File: src/sv/dfsmc_pkg.sv
// Shared types and constants for the depth-first maze carver.
// Used by dfsmc_vmap and dfs_backtracker_maze_carver; depends on nothing.
`timescale 1ns / 1ps
`default_nettype none

package dfsmc_pkg;

  // default grid limit and configuration reset value
  localparam int MAX_SIDE_DEF = 32;
  localparam int SIDE_MIN     = 2;
  localparam int CFG_W        = 6;
  localparam logic [CFG_W-1:0] SIDE_RST = 6'd5;

  // configuration port
  localparam int CFG_ADDR_W = 3;
  localparam int CFG_DATA_W = 32;
  localparam logic REG_SIDE = 1'b0;   // register index taken from paddr[2]

  // stream payload widths
  localparam int IN_TDATA_W  = 8;
  localparam int OUT_TDATA_W = 24;
  localparam int CELL_OUT_W  = 5;
  localparam int CNT_OUT_W   = 11;

  // item operations
  typedef enum logic [1:0] {
    OP_START = 2'd0,
    OP_STEP  = 2'd1,
    OP_ABORT = 2'd2
  } op_t;

  // directions, also the rotation order
  typedef enum logic [1:0] {
    DIR_UP    = 2'd0,
    DIR_RIGHT = 2'd1,
    DIR_DOWN  = 2'd2,
    DIR_LEFT  = 2'd3
  } dir_t;

  // result kinds
  typedef enum logic [2:0] {
    ACT_START  = 3'd0,
    ACT_CARVE  = 3'd1,
    ACT_BACK   = 3'd2,
    ACT_FINISH = 3'd3,
    ACT_IGNORE = 3'd4
  } act_t;

  // item sequencer
  typedef enum logic [1:0] {
    S_IDLE = 2'd0,
    S_RD2  = 2'd1,
    S_EVAL = 2'd2,
    S_POP  = 2'd3
  } state_t;

  // control of the visited map
  typedef struct packed {
    logic rd_en;
    logic wr_en;
    logic clr;
  } vmap_ctl_t;

endpackage

`default_nettype wire

File: src/sv/dfsmc_vmap.sv
// Visited map: one row of cell flags per memory word, two read ports, one write.
// Per-row valid flags give the clear-on-start without clearing the array. Uses dfsmc_pkg.
`timescale 1ns / 1ps
`default_nettype none

module dfsmc_vmap #(
  parameter int MAX_SIDE = dfsmc_pkg::MAX_SIDE_DEF,
  localparam int XW = $clog2(MAX_SIDE)
) (
  input  wire logic                 clk,
  input  wire logic                 rst_n,
  input  wire dfsmc_pkg::vmap_ctl_t ctl,
  input  wire logic [XW-1:0]        rd_a_addr,
  input  wire logic [XW-1:0]        rd_b_addr,
  input  wire logic [XW-1:0]        wr_addr,
  input  wire logic [MAX_SIDE-1:0]  wr_data,
  output logic      [MAX_SIDE-1:0]  rd_a_data,
  output logic      [MAX_SIDE-1:0]  rd_b_data
);

  logic [MAX_SIDE-1:0] mem [MAX_SIDE];
  logic [MAX_SIDE-1:0] row_vld_r, row_vld_nxt;
  logic [MAX_SIDE-1:0] a_q_r, b_q_r;
  logic                a_v_r, b_v_r;

  // row valid flags: start drops them all, a write sets its row
  always_comb begin
    row_vld_nxt = ctl.clr ? '0 : row_vld_r;
    if (ctl.wr_en) begin
      row_vld_nxt[wr_addr] = 1'b1;
    end
  end

  always_ff @(posedge clk) begin
    if (!rst_n) begin
      row_vld_r <= '0;
    end else begin
      row_vld_r <= row_vld_nxt;
    end
  end

  // memory array, registered reads
  always_ff @(posedge clk) begin
    if (ctl.wr_en) begin
      mem[wr_addr] <= wr_data;
    end
    if (ctl.rd_en) begin
      a_q_r <= mem[rd_a_addr];
      b_q_r <= mem[rd_b_addr];
      a_v_r <= row_vld_r[rd_a_addr];
      b_v_r <= row_vld_r[rd_b_addr];
    end
  end

  // a row never written since start reads as all unvisited
  assign rd_a_data = a_v_r ? a_q_r : '0;
  assign rd_b_data = b_v_r ? b_q_r : '0;

endmodule

`default_nettype wire

File: config.mk
export PLATFORM = sky130hd
export DESIGN_NAME = dfsmc_vmap
export DESIGN_NICKNAME = d
export VERILOG_FILES = /design/src/sv/dfsmc_pkg.sv /design/src/sv/dfsmc_vmap.sv
export SDC_FILE = /design/constraint.sdc
export NUM_CORES = 1
export LEC_CHECK = 0
export ABC_AREA = 0
export BUFFER_PORTS_ARGS = -buffer_cell sky130_fd_sc_hd__buf_2
export CORE_MARGIN = 1
export CORE_UTILIZATION = 50
export DETAILED_ROUTE_END_ITERATION = 12
export GPL_TIMING_DRIVEN = 0
export PLACE_DENSITY = 0.68
export SLEW_MARGIN = 10
export SYNTH_ARGS = -nofsm -noshare
export SYNTH_HDL_FRONTEND = slang
export SYNTH_SLANG_ARGS = --single-unit
export TNS_END_PERCENT = 30
File: constraint.sdc
create_clock -name clk -period 2.7 [get_ports clk]
set_clock_uncertainty 0.15 [all_clocks]
set_input_delay 0.27 -clock clk [delete_from_list [all_inputs] [get_ports clk]]
set_output_delay 0.27 -clock clk [all_outputs]
set_load 0.1 [all_outputs]
==> flow_metrics.py <==
metrics = {
    "outcome": {
        "status": "complete, but fails checks",
        "violations": "negative setup slack",
    },
    "timing": {
        "finalHoldViolations": 0,
        "hold_ws_ns": 0.262,
        "setup_slack_ns": -0.0414,
        "finalSetupTns_ns": -0.0558,
        "setup_viol": 3,
        "rsz0062_at_grt": "false",
        "worstMarginPinSlew_ns": 1.18,
        "finalMaxSlewViolations": 0,
        "period_share_pct": 102,
        "max_clock_freq_ghz": 0.365,
        "relSlewSlack_pct": 21.2,
        "min_period_ns": 2.74,
    },
    "global_route": {
        "antenna_found_initial": 3,
        "track_usage_pct": 32.4,
        "grt_pass1_vias": 34900,
        "gr-total-overflow": 0,
        "grt_max_degree": 48,
        "grt_pass1_wl_um": 246000,
    },
    "logic_synthesis": {
        "yosysUniqueCellTypes": 27,
        "synth-seq-area-share_pct": 63.0,
        "ys_top_cells_by_area": "edfxtp_1 62%, mux2i_1 20%, a22oi_1 2.8%, a22o_1 2.2%, nand3_1 1.9%",
        "yosysTopAreaCellShare_pct": 61.8,
        "synthCells": 3702,
        "yosysWarnings": 0,
        "syn_avg_cell_area_um2": 14.3,
        "synth_top_area_cell": "edfxtp_1",
        "syn_nets": 3754,
        "syn-cell-area_um2": 52900,
        "synth-seq-cells": 1122,
    },
    "run": {
        "maxCapViolCount": 0,
    },
    "placement": {
        "place_congestion": 0.933,
        "io_buffer_count": 113,
        "hpwl_um": 123000,
    },
    "die": {
        "io_pins": 116,
        "die-area_um2": 107000,
        "die_w_um": 327,
        "row_count": 118,
        "initial_core_util_pct": 50.8,
        "die_h_um": 327,
        "core-area_um2": 104000,
    },
    "cts": {
        "cts_max_path_buffers": 3,
        "clock_latency_ns": 0.72,
        "cts_made_buffers": 118,
        "cts_tree": "yes",
        "cts_sinks": 1122,
        "htree_levels": 3,
        "path_clk_slew_ns": 0.06,
        "cts_root_buffer": "clkbuf_16",
    },
    "power_and_ir_drop": {
        "ir_drop_v": 0.000548,
        "powerDensity_nw_per_um2": 654,
        "power.leakage_uw": 0.0226,
        "power.total_uw": 39500,
    },
    "worst_setup_path": {
        "crit_path_cell_trace": "buf_2, nor2_2, buf_2, clkbuf_1, nand2_1, a31oi_1, nand3_1",
        "crit_path_end_kind": "flop",
        "path_buf_inv": 3,
        "critPathArrivalTime_ns": 2.98,
        "crit_required_ns": 2.93,
        "path_class": "in2reg",
        "crit_fanout": 10,
        "crit_family": "buffers and inverters",
        "cpMaxStageDelayCell": "clkbuf_1",
        "max_stage_delay_ns": 0.75,
        "critPathMostFrequentCell": "buf_2",
        "worst_setup_path_start_kind": "primary input",
    },
    "layout": {
        "multiInputGateArea_um2": 18100,
        "area_growth_pct": 14.0,
        "layout-drive-gt1-share_pct": 12.5,
        "seq_area_um2": 33400,
        "nets": 4062,
        "postLayoutCoreUtil_pct": 57.9,
        "n_fill_cell": 8183,
    },
    "detailed_routing": {
        "drcViolationCount": 0,
        "wirelength_um": 177000,
        "wl_per_cell_um": 32.2,
        "viasPerCell": 6.54,
        "dr.first_iter.drc_count": 4868,
        "dr.pass1.iters": 6,
        "route.vias.total": 35900,
        "antenna_left": 0,
    },
    "hold_path": {
        "hold_class": "in2reg",
    },
}
## layout by cell type, fill, tap and decap left out, types with 122 or more instances in the layout
master | netlist | routed
mux2i_1 | 1056 | 1056
a21oi_1 | 198 | 198
buf_2 | 50 | 139
clkbuf_1 | 101 | 123
edfxtp_1 | 1090 | 1090
nand2_1 | 201 | 201
nand3_1 | 200 | 200
a22oi_1 | 198 | 198
clkbuf_16 | 0 | 122
a22o_1 | 132 | 132
## stage by stage
step,cell area [um2],instances,setup WS (ns)
after floorplan,52900,3702,-0.185
after global placement,55200,5195,-2.35
after detailed placement,56300,5231,-0.690
after CTS,60300,5484,0.000148
after global routing,60400,5486,0.000558
final,60400,5488,-0.0414
## timing repair
action,in CTS,in global routing
setup buffers,3,0
endpoints found under the setup margin,52,8
hold endpoints to repair,955,0
resized for setup,24,10
hold buffers,36,0
## path summary, 6_finish.rpt
kind                      from  cells after the start      endpoint  slack, ns
setup reg to reg    mem[7][14]                      5     a_q_r[14]       0.37
setup / recovery  rd_a_addr[0]                      7      a_q_r[1]      -0.04
hold reg to reg   row_vld_r[1]                      2  row_vld_r[1]       0.46
hold / removal      wr_addr[4]                      3    mem[8][12]       0.26
## sequential cells by signal, indices dropped and copies added, names as in the netlist
| signal | count |
|---|---|
| b_v_r | 1 |
| a_v_r | 1 |
| b_q_r | 32 |
| mem | 1024 |
| row_vld_r | 32 |
| a_q_r | 32 |
## worst reg2reg max path, stage by stage, from the launching register on
cell,delay (ns)
edfxtp_1,0.39
mux2i_1,0.20
a22o_1,0.17
nor3_1,0.06
a31oi_1,0.58
nand3_1,0.39
## power breakdown
group / leakage [uW] / internal [uW] / switching [uW]
Combinational: 0.0107 / 1240 / 3110
Sequential: 0.0101 / 19400 / 116
Clock: 0.00178 / 8770 / 6800
## cells by family (layout without fill, tap and decap cells)
logic type,after synthesis,count (layout),share of synthesized area [%]
multiplexers,1056,1056,20.0
AO/OA/AOI/OAI,626,626,8.10
other,0,4,0
buffers and inverters,279,681,3.29
AND/OR/NAND/NOR,619,619,5.60
flip-flops,1122,1122,63.0
## cells in the mapped netlist
master and n:
buf_8 7, a21oi_1 198, o21a_1 32, buf_2 50, or2_2 2, nor2b_1 36
or3b_2 3, nand2b_1 4, buf_4 48, nor2_2 1, dfxtp_1 32, nand2_1 201
nand3_1 200, nor3_1 66, mux2i_1 1056, a22o_1 132, buf_1 19, nor2_1 34
clkbuf_4 8, a22oi_1 198, clkbuf_1 101, a31oi_1 66, or3_1 1, edfxtp_1 1090
nand3b_1 5, buf_6 46, and2_1 66
## cell type report
class | count | share of cell area [%]
clock inverter | 59 | 0.682
tap | 1380 | 2.86
clock buffer | 155 | 5.33
sequential | 1122 | 55.3
timing repair buffer | 188 | 3.00
antenna | 4 | 0.0166
buffer | 279 | 2.90
multi-input combinational | 2301 | 29.9
## metal layers
layer  track usage, %  share of wire, %  vias to the layer above
li1                 -                 -                    15100
met1             42.5                38                    18000
met2             51.2                46                     2280
met3             8.01                12                      428
met4             13.8               4.0                        0
met5                0                 0                        -
Note: power is estimated with default switching activity, not from simulation.
